===== src/design/rrso_pkg.sv =====
package rrso_pkg;

	localparam int STAMP_W = 64;
	localparam int ID_W    = 6;
	localparam int CNT_W   = 7;

	typedef enum logic [2:0] {
		REQ_ENQUEUE = 3'd0,
		REQ_TAKE    = 3'd1,
		REQ_FORGET  = 3'd2,
		REQ_CLEAR   = 3'd3,
		REQ_QUERY   = 3'd4
	} req_type_t;

	// register index, taken from paddr[3] (registers sit 8 bytes apart)
	localparam logic ADDR_REGION_COUNT = 1'b0;
	localparam logic ADDR_STARVE_LIMIT = 1'b1;

	// controller -> datapath
	typedef struct packed {
		logic load;      // capture request, start search
		logic scan;      // step the search over one region
		logic commit;    // apply the request and build the result
	} dp_cmd_t;

	// datapath -> controller
	typedef struct packed {
		logic scan_done;
	} dp_sts_t;

endpackage


===== src/design/rrso_ctrl.sv =====
module rrso_ctrl (
	input  logic              clk,
	input  logic              arst_n,
	input  logic              s_tvalid,
	output logic              s_tready,
	output logic              m_tvalid,
	input  logic              m_tready,
	output rrso_pkg::dp_cmd_t cmd,
	input  rrso_pkg::dp_sts_t sts
);
	typedef enum logic [1:0] {ST_IDLE, ST_SCAN, ST_COMMIT, ST_OUT} state_t;
	state_t state_q;

	assign s_tready   = (state_q == ST_IDLE);
	assign m_tvalid   = (state_q == ST_OUT);
	assign cmd.load   = s_tvalid && s_tready;
	assign cmd.scan   = (state_q == ST_SCAN);
	assign cmd.commit = (state_q == ST_COMMIT);

	always_ff @(posedge clk or negedge arst_n) begin
		if (!arst_n) begin
			state_q <= ST_IDLE;
		end else begin
			case (state_q)
				ST_IDLE:   if (s_tvalid) state_q <= ST_SCAN;
				ST_SCAN:   if (sts.scan_done) state_q <= ST_COMMIT;
				ST_COMMIT: state_q <= ST_OUT;
				ST_OUT:    if (m_tready) state_q <= ST_IDLE;
				default:   state_q <= ST_IDLE;
			endcase
		end
	end

	a_one_cmd: assert property (@(posedge clk) disable iff (!arst_n)
		$onehot0({cmd.load, cmd.scan, cmd.commit})) else $error("overlapping commands");
	a_commit_out: assert property (@(posedge clk) disable iff (!arst_n)
		cmd.commit |=> m_tvalid) else $error("result not presented");
	a_no_accept_busy: assert property (@(posedge clk) disable iff (!arst_n)
		m_tvalid |-> !s_tready) else $error("accepted while result pending");
endmodule


===== config.mk =====
export PLATFORM = sky130hd
export DESIGN_NAME = rrso_ctrl
export DESIGN_NICKNAME = d
export VERILOG_FILES = /design/src/design/rrso_pkg.sv /design/src/design/rrso_ctrl.sv
export SDC_FILE = /design/constraint.sdc
export NUM_CORES = 1
export LEC_CHECK = 0
export ABC_AREA = 0
export BUFFER_PORTS_ARGS = -buffer_cell sky130_fd_sc_hd__clkbuf_2
export CORE_AREA = 2 2 39 41
export CTS_BUF_LIST = sky130_fd_sc_hd__clkbuf_8
export DETAILED_ROUTE_END_ITERATION = 7
export DIE_AREA = 0 0 41 43
export GPL_TIMING_DRIVEN = 0
export MAX_ROUTING_LAYER = met4
export SLEW_MARGIN = 15
export SYNTH_ARGS = -nofsm -noshare
export SYNTH_HDL_FRONTEND = slang
export SYNTH_SLANG_ARGS = --single-unit
export TNS_END_PERCENT = 50

===== constraint.sdc =====
create_clock -name clk -period 2.7 [get_ports clk]
set_input_delay 0.135 -clock clk [delete_from_list [all_inputs] [get_ports clk]]
set_output_delay 0.135 -clock clk [all_outputs]
set_load 0.03 [all_outputs]

==> flow_summary_export.csv, run 1 <==
group,metric,value,unit
hold_path,hold_class,"in -> async",
timing,slew_viol_final,0,
finish,reg_top3,"state_q (2)",
pwr,p_clk_frac,0.291,
grt,grt_pass1_wl,469,um
flow_run,drv_cap,0,
cts,cts_buffers,3,
timing,setup-tns-final,0,ns
critical_path,crit_chain,"inv_1, ha_1, a222oi_1, mux2_1",
synthesis,synth_edf_count,0,
pwr,p_int,0.2165,mW
cts,cts_setup_buffers,0,
finish,syn2layout_area_growth,72.66,%
finish,regMostFlops,"state_q",
synthesis,synth.most_common_cell,"inv_1",
cts,cts.path.max_buffers,2,
critical_path,crit_path_top_delay_cell,"a222oi_1",
routing,dr.pass1.iters,4,
timing,timing.slew.headroom,0.6914,
synthesis,ys_types,8,
critical_path,end_kind,"flip-flop",
status,status,"complete, no violations",
routing,viasPerCell,3.400,
timing,hold_viol,0,
timing,setup_ws,1.081,ns
critical_path,max_stage_delay,0.48,ns
die,core_area,1384,um2
critical_path,path_class,"reg -> reg",
pwr,seqPwrFrac,0.159,
finish,layout.area.seq,50.05,um2
die,num_io_pins,10,
timing,setup_viol,0,
critical_path,worst_setup_path_start_kind,"flip-flop",
cts,cts_max_level,1,
critical_path,cp.arrival,1.70,ns
pwr,switching_share,0.4414,
placement,place_worst_setup_slack,1.062,ns
cts,post_cts_resized,0,
die,dieArea,1763,um2
routing,finalWirelength,329,um
routing,wl_per_cell,7.311,um
critical_path,crit_required,2.78,ns
grt,grt_max_degree,5,
finish,layout-drive-gt1-share,0.4138,
finish,multi_input_area,91.34,um2
die,die_y,43,um
die,rows,14,
synthesis,syn_area_per_cell,10.01,um2
pwr,vdd_drop_max,0.1985,mV
finish,num-nets-final,40,
grt,grt.total_usage,0.04938,
synthesis,yosysWarnings,0,
synthesis,async_reset_ff_frac,1.000,
synthesis,yosys-top-cells-area,"dfrtp_1, ha_1, inv_1",
critical_path,path_max_fanout,4,
cts,clock-sinks,2,
synthesis,syn_area,160.2,um2
pwr,p_sw,0.1710,mW
cts,root_buffer,"clkbuf_8",
synthesis,syn-instance-count,16,
routing,drcViolationCount,0,
grt,grt_pass1_vias,142,
die,die_x,41,um
synthesis,synth_top_area_cell,"dfrtp_1",
timing,rsz0062_at_grt,"no",
finish,largest_reg_flops,2,
timing,skew,0.00002831,ns
cts,cts_tree,"yes",
pwr,p_leak,0.1636,nW
timing,max_freq,617.8,MHz
synthesis,dominantRegCellSynth,"dfrtp_1",
timing,period_needed,1.619,ns
synthesis,ys_seq_area_frac,0.3125,
cts,clk_pin_slew,0.03,ns
routing,drt_iter0_drc,2,
placement,gp_congestion,0.5982,
placement,port_buffers,9,
synthesis,ys_seq_elements,2,
synthesis,synth_top_area_frac,0.3125,
cts,insertion_delay,0.20,ns
routing,routed-via-count,153,
timing,finalCritPeriodShare,0.5995,
timing,tightestPinTransition,0.4629,ns
die,initial_core_util,0.1157,
routing,antenna_left,0,
grt,overflow,0,
finish,nFillCells,164,
finish,diodes,0,
pwr,p_total,0.3875,mW
pwr,power_density,1401,nW/um2
synthesis,synth_common_cells,"inv_1, ha_1, dfrtp_1",
pwr,combPwrFrac,0.550,
synthesis,syn-num-nets,25,
grt,antenna_found_initial,0,
-- cell families (layout without fill, tap and decap cells) --
kind of cell,Yosys count,after routing,synth area share
buf+inv,5,18,0.1172
mux,2,2,0.1328
fa+ha+maj,4,4,0.3125
flops,2,2,0.3125
compound gates,1,1,0.06250
simple gates,2,2,0.06250
-- per-layer routing --
metal	track usage	share of wire	vias to the layer above
met1	0.03859	0.45	65
met5	-	0	-
li1	-	-	78
met2	0.05625	0.40	8
met3	0.03141	0.12	2
met4	0.08000	0.021	0
-- per-stage QoR --
stage | hold slack, ns | instances | area, um2 | util
after floorplan | -0.1606 | 16 | 160.2 | -
after global placement | -0.07640 | 41 | 225.2 | 0.1627
after detailed placement | -0.07622 | 41 | 225.2 | 0.1627
after CTS | 0.2492 | 45 | 276.5 | 0.1998
after global routing | 0.2628 | 45 | 276.5 | 0.1998
final | 0.2444 | 45 | 276.5 | 0.1998
-- worst max-delay path, delay by kind of cell, from the launching register on --
| kind | cells | cell delay [ns] |
|---|---|---|
| AOI/OAI and AO/OA | 1 | 0.48 |
| DFF | 1 | 0.37 |
| muxes | 1 | 0.37 |
| adders and majority gates | 1 | 0.19 |
| buffers and inverters | 1 | 0.07 |
-- area by class of cell --
cell class / count / area share
Tap cell: 16 / 0.07240
Inverter: 5 / 0.06787
Multi-Input combinational cell: 9 / 0.3303
Timing Repair Buffer: 10 / 0.1991
Sequential cell: 2 / 0.1810
Clock buffer: 3 / 0.1493
-- power by group through the flow --
stage                     Sequential, mW  Clock [mW]  Combinational [mW]
after global placement            0.0622           0               0.212
after detailed placement          0.0628           0               0.217
after CTS                         0.0626       0.115               0.219
final                             0.0616       0.113               0.213
after floorplan                   0.0590           0               0.173
after global routing              0.0646       0.117               0.237
-- worst paths after layout --
kind                            startpoint  slack, ns          to  cells past startpoint
worst max-delay path            state_q[1]       1.08  state_q[1]                      4
worst min-delay path                arst_n       0.24  state_q[0]                      2
worst max register to register  state_q[1]       1.08  state_q[1]                      4
worst min register to register  state_q[1]       0.55  state_q[1]                      1
max in group asynchronous           arst_n       2.36  state_q[0]                      2
min in group clk                  s_tvalid       0.33  state_q[0]                      4
-- layout by cell type (no fill, tap or decap), drive strengths merged --
master,n
a222oi,1
clkbuf,12
ha,4
mux2i,1
inv,5
nor2,1
dlygate4sd3,1
and2,1
dfrtp,2
mux2,1
-- what timing repair did --
item / CTS / global route
endpoints found under the hold margin: 2 / 0
endpoints found under the setup margin: 0 / 0
hold buffers: 1 / 0
(Power assumes the default switching activity.)
==> run 2: changes to the inputs <==
--- a/config.mk
+++ b/config.mk
@@ -5,7 +5,7 @@
 export SDC_FILE = /design/constraint.sdc
 export NUM_CORES = 1
 export LEC_CHECK = 0
-export ABC_AREA = 0
+export ABC_AREA = 1
 export BUFFER_PORTS_ARGS = -buffer_cell sky130_fd_sc_hd__clkbuf_2
 export CORE_AREA = 2 2 39 41
 export CTS_BUF_LIST = sky130_fd_sc_hd__clkbuf_8
==> constraint.sdc (replaced) <==
create_clock -name clk -period 1.3 [get_ports clk]
set_input_delay 0.065 -clock clk [delete_from_list [all_inputs] [get_ports clk]]
set_output_delay 0.065 -clock clk [all_outputs]
set_load 0.03 [all_outputs]
==> flow_summary_export.csv, run 2 <==
group,metric,value,unit
routing,finalWirelength,383,um
routing,antenna_left,0,
synthesis,syn-num-nets,35,
grt,grt_pass1_wl,565,um
grt,grt.total_usage,0.05350,
critical_path,worst_setup_path_start_kind,"flip-flop",
critical_path,end_kind,"output pin",
routing,viasPerCell,3.491,
critical_path,worst-r2r-cell-count,6,
routing,drcViolationCount,0,
die,rows,14,
pwr,power_density,2827,nW/um2
critical_path,crit_chain,"inv_1, ha_4, nand2_1, inv_1, clkbuf_4",
synthesis,synth.most_common_cell,"inv_1",
routing,routed-via-count,192,
placement,gp_congestion,0.5622,
synthesis,syn-instance-count,26,
cts,insertion_delay,0.21,ns
finish,stdcell_count,55,
critical_path,path_max_fanout,4,
hold_path,hold_class,"in -> async",
finish,final_cell_mix,"inv_1, clkbuf_2, nand2_1",
flow_run,drv_cap,0,
cts,clock-sinks,2,
grt,overflow,0,
routing,dr.pass1.iters,1,
finish,syn2layout_area_growth,67.74,%
synthesis,ys_types,7,
cts,cts_setup_buffers,0,
critical_path,max_stage_delay,0.40,ns
finish,diodes,0,
die,initial_core_util,0.1401,
finish,multi_input_area,126.4,um2
critical_path,ff2ff_setup_slack,0.19,ns
routing,wl_per_cell,6.964,um
die,core_area,1384,um2
critical_path,crit_required,1.24,ns
placement,place_area,259.0,um2
grt,antenna_found_initial,0,
synthesis,ys_seq_elements,2,
cts,cts_buffers,3,
synthesis,yosysWarnings,0,
critical_path,crit_path_top_delay_cell,"dfrtp_1",
status,status,"complete, no violations",
cts,cts.path.max_buffers,2,
synthesis,synth_edf_count,0,
critical_path,crit_path_frequent_cell,"inv_1",
synthesis,syn_area,193.9,um2
placement,dp_hpwl,304.7,um
cts,cts_max_level,1,
pwr,p_leak,0.1974,nW
critical_path,path_class,"reg -> out",
timing,max_freq,808.7,MHz
synthesis,async_reset_ff_frac,1.000,
finish,regMostFlops,"state_q",
cts,clk_pin_slew,0.03,ns
finish,final_area,325.3,um2
finish,largest_reg_flops,2,
placement,place_worst_setup_slack,0.1685,ns
synthesis,dominantRegCellSynth,"dfrtp_1",
die,die_x,41,um
critical_path,r2r-end,"state_q[0]",
critical_path,cp.arrival,1.17,ns
cts,root_buffer,"clkbuf_8",
timing,period_needed,1.237,ns
die,dieArea,1763,um2
timing,finalCritPeriodShare,0.9512,
critical_path,reg2reg_from,"state_q[1]",
die,num_io_pins,10,
finish,nFillCells,155,
synthesis,syn_area_per_cell,7.459,um2
placement,port_buffers,9,
timing,hold_viol,0,
timing,setup_viol,0,
grt,grt_max_degree,5,
routing,drt_iter0_drc,0,
synthesis,ys_seq_area_frac,0.2581,
pwr,vdd_drop_max,0.8023,mV
timing,tightestPinTransition,0.1713,ns
finish,reg_top3,"state_q (2)",
timing,skew,0.001613,ns
placement,placed_cells,51,
timing,timing.slew.headroom,0.8863,
finish,num-nets-final,50,
timing,setup_ws,0.06343,ns
synthesis,yosys-top-cells-area,"dfrtp_1, ha_1, inv_1",
finish,layout.area.seq,50.05,um2
synthesis,synth_top_area_frac,0.2581,
timing,slew_viol_final,0,
cts,cts_tree,"yes",
grt,grt_pass1_vias,152,
synthesis,synth_common_cells,"inv_1, nand2_1, ha_1, nand2_2",
synthesis,synth_top_area_cell,"dfrtp_1",
finish,layout-drive-gt1-share,0.4359,
die,die_y,43,um
-- run 2: worst max-delay path by stage --
stage | cells after the start | to | slack, ns | startpoint
after floorplan | 5 | state_q[0] | 0.07 | state_q[0]
after global placement | 6 | state_q[0] | 0.19 | state_q[0]
after detailed placement | 6 | state_q[0] | 0.17 | state_q[0]
after CTS | 5 | cmd[2] | 0.02 | state_q[0]
after global routing | 5 | cmd[2] | -0.006 | state_q[1]
final | 5 | cmd[2] | 0.06 | state_q[1]
-- run 2: cells by family after synthesis --
logic type / count (synthesis) / synth area share
and+or+nand+nor: 12 / 0.3290
buffers and inverters: 8 / 0.1548
adders and majority gates: 4 / 0.2581
DFF: 2 / 0.2581
-- run 2: metal layers --
metal / GRT usage / up-vias / part of all wire
li1: - / 102 / -
met5: - / - / 0
met4: 0.06000 / 0 / 0
met3: 0.03141 / 0 / 0.050
met2: 0.06563 / 5 / 0.56
met1: 0.05145 / 85 / 0.39
-- run 2: report_power, final --
group / leakage (nW) / switching [mW] / total (mW) / internal, mW
Combinational: 0.152 / 0.353 / 0.548 / 0.195
Clock: 0.0216 / 0.0448 / 0.240 / 0.195
Sequential: 0.0241 / 0.0338 / 0.132 / 0.0981
-- run 2: cell type report --
| class | count | area share |
|---|---|---|
| well taps | 16 | 0.06154 |
| clock buffers | 3 | 0.1269 |
| multi-input cells | 16 | 0.3885 |
| repair buffers | 10 | 0.1769 |
| flip-flops and latches | 2 | 0.1538 |
| inverters | 8 | 0.09231 |
-- run 2: worst max-delay path, delay by kind of cell, from the launching register on --
family,cells,cell delay [ns]
adders and majority gates,1,0.17
buffers and inverters,3,0.35
DFF,1,0.40
and+or+nand+nor,1,0.05
-- run 2: through the flow --
stage / utilization / TNS, ns / power [mW] / hold WS [ns]
floorplan: - / 0 / 0.5329 / -0.2306
global placement: 0.1872 / 0 / 0.6277 / -0.1477
detailed placement: 0.1872 / 0 / 0.6379 / -0.1456
CTS: 0.2260 / 0 / 0.8967 / 0.1699
global route: 0.2351 / -0.005802 / 1.010 / 0.1769
finish: 0.2351 / 0 / 0.9198 / 0.1792
-- run 2: repair_timing --
item | in CTS | in global routing
hold buffers | 1 | 0
pin swaps | 0 | 1
cloned | 0 | 0
gates resized for setup | 1 | 2
setup endpoints to repair | 1 | 1
hold endpoints to repair | 2 | 0
==> run 3: changes to the inputs <==
--- a/config.mk
+++ b/config.mk
@@ -5,7 +5,6 @@
 export SDC_FILE = /design/constraint.sdc
 export NUM_CORES = 1
 export LEC_CHECK = 0
-export ABC_AREA = 1
 export BUFFER_PORTS_ARGS = -buffer_cell sky130_fd_sc_hd__clkbuf_2
 export CORE_AREA = 2 2 39 41
 export CTS_BUF_LIST = sky130_fd_sc_hd__clkbuf_8
==> flow_summary_export.csv, run 3 (same netlist as run 1, synthesis figures left out) <==
group,metric,value,unit
pwr,combPwrFrac,0.614,
finish,layout-drive-gt1-share,0.6875,
routing,routed-via-count,163,
die,die_y,43,um
pwr,power_density,3019,nW/um2
cts,insertion_delay,0.21,ns
timing,finalCritPeriodShare,1.159,
critical_path,end_kind,"flip-flop",
cts,cts.path.max_buffers,2,
timing,tightestPinTransition,0.2688,ns
routing,wl_per_cell,8.083,um
finish,final_area,334.1,um2
critical_path,worst_setup_path_start_kind,"flip-flop",
die,initial_core_util,0.1157,
finish,syn2layout_area_growth,108.6,%
grt,grt_max_degree,5,
timing,hold_viol,0,
pwr,seqPwrFrac,0.141,
timing,timing.slew.headroom,0.8208,
timing,period_needed,1.507,ns
flow_run,drv_cap,0,
pwr,p_clk_frac,0.245,
placement,place_area,252.7,um2
pwr,p_int,0.5839,mW
timing,setup_ws,-0.2073,ns
routing,drt_iter0_drc,1,
status,violations,"setup timing",
placement,port_buffers,9,
timing,skew,0.001579,ns
pwr,p_leak,0.1778,nW
critical_path,path_max_fanout,3,
status,status,"finished with violations",
finish,num-nets-final,43,
critical_path,crit_required,1.39,ns
finish,regMostFlops,"state_q",
cts,cts_buffers,3,
critical_path,path_class,"reg -> reg",
cts,clk_pin_slew,0.03,ns
cts,cts_tree,"yes",
grt,overflow,0,
timing,max_freq,663.4,MHz
timing,setup-tns-final,-0.3694,ns
grt,grt_pass1_wl,627,um
cts,cts_max_level,1,
routing,dr.pass1.iters,4,
routing,drcViolationCount,0,
finish,final_cell_mix,"clkbuf_2, inv_1, clkbuf_8, buf_4",
finish,diodes,0,
routing,finalWirelength,388,um
grt,grt.total_usage,0.06070,
timing,rsz0062_at_grt,"yes",
timing,setup_viol,2,
pwr,switching_share,0.4212,
routing,antenna_left,0,
cts,root_buffer,"clkbuf_8",
grt,grt_pass1_vias,162,
grt,antenna_found_initial,0,
die,core_area,1384,um2
finish,final_common_cell,"clkbuf_2",
pwr,p_sw,0.4249,mW
timing,slew_viol_final,0,
die,die_x,41,um
routing,viasPerCell,3.396,
placement,gp_congestion,0.6348,
die,dieArea,1763,um2
die,rows,14,
hold_path,hold_class,"in -> async",
cts,clock-sinks,2,
die,num_io_pins,10,
finish,reg_top3,"state_q (2)",
placement,place_worst_setup_slack,-0.3514,ns
pwr,vdd_drop_max,0.8477,mV
critical_path,cp.arrival,1.60,ns
finish,largest_reg_flops,2,
run 3: area by class of cell:
class / instances / area (um2)
Tap cell: 16 / 20.02
Fill cell: 151 / 1050
Multi-Input combinational cell: 9 / 122.6
Sequential cell: 2 / 51.30
Clock buffer: 3 / 41.29
Inverter: 5 / 18.77
Timing Repair Buffer: 13 / 80.08
run 3: worst paths after layout:
check	startpoint	to	slack [ns]	cells after the start
min reg2reg	state_q[0]	state_q[0]	0.65	2
min in group clk	s_tvalid	state_q[1]	0.40	5
max	state_q[1]	state_q[1]	-0.21	5
max in group asynchronous	arst_n	state_q[0]	1.02	2
max reg2reg	state_q[1]	state_q[1]	-0.21	5
min	arst_n	state_q[1]	0.17	2
run 3: worst max-delay path, cell delays in order (launching register included):
cell and delay [ns]:
dfrtp_1 0.37, inv_2 0.07, ha_4 0.15, a222oi_1 0.32, buf_4 0.18, mux2_4 0.29
run 3: timing repair:
action	4_1_cts	5_1_grt
setup buffers	2	1
pin swaps	2	2
hold buffers	1	0
hold endpoints to repair	2	0
setup endpoints to repair	3	3
gates resized for setup	1	4
run 3: routing by layer:
metal / wire length [um] / global-route usage / up-vias
met3: 38 / 0.03141 / 0
met2: 179 / 0.06563 / 8
met4: 0 / 0.08000 / 0
met5: 0 / - / -
met1: 170 / 0.06431 / 72
li1: - / - / 83
run 3: stage by stage:
step / power [mW] / std cells / hold slack [ns] / utilization
floorplan: 0.5692 / 16 / -0.2306 / -
finish: 1.009 / 48 / 0.1720 / 0.2414
global placement: 0.6388 / 41 / -0.1477 / 0.1826
CTS: 0.9543 / 47 / 0.1782 / 0.2306
detailed placement: 0.6440 / 41 / -0.1466 / 0.1826
global route: 1.100 / 48 / 0.2069 / 0.2414
run 3: power by group through the flow:
| stage | combinational (mW) | sequential [mW] | clock (mW) |
|---|---|---|---|
| floorplan | 0.435 | 0.135 | 0 |
| global placement | 0.496 | 0.143 | 0 |
| detailed placement | 0.502 | 0.142 | 0 |
| CTS | 0.563 | 0.137 | 0.254 |
| global route | 0.692 | 0.148 | 0.260 |
| finish | 0.619 | 0.143 | 0.247 |
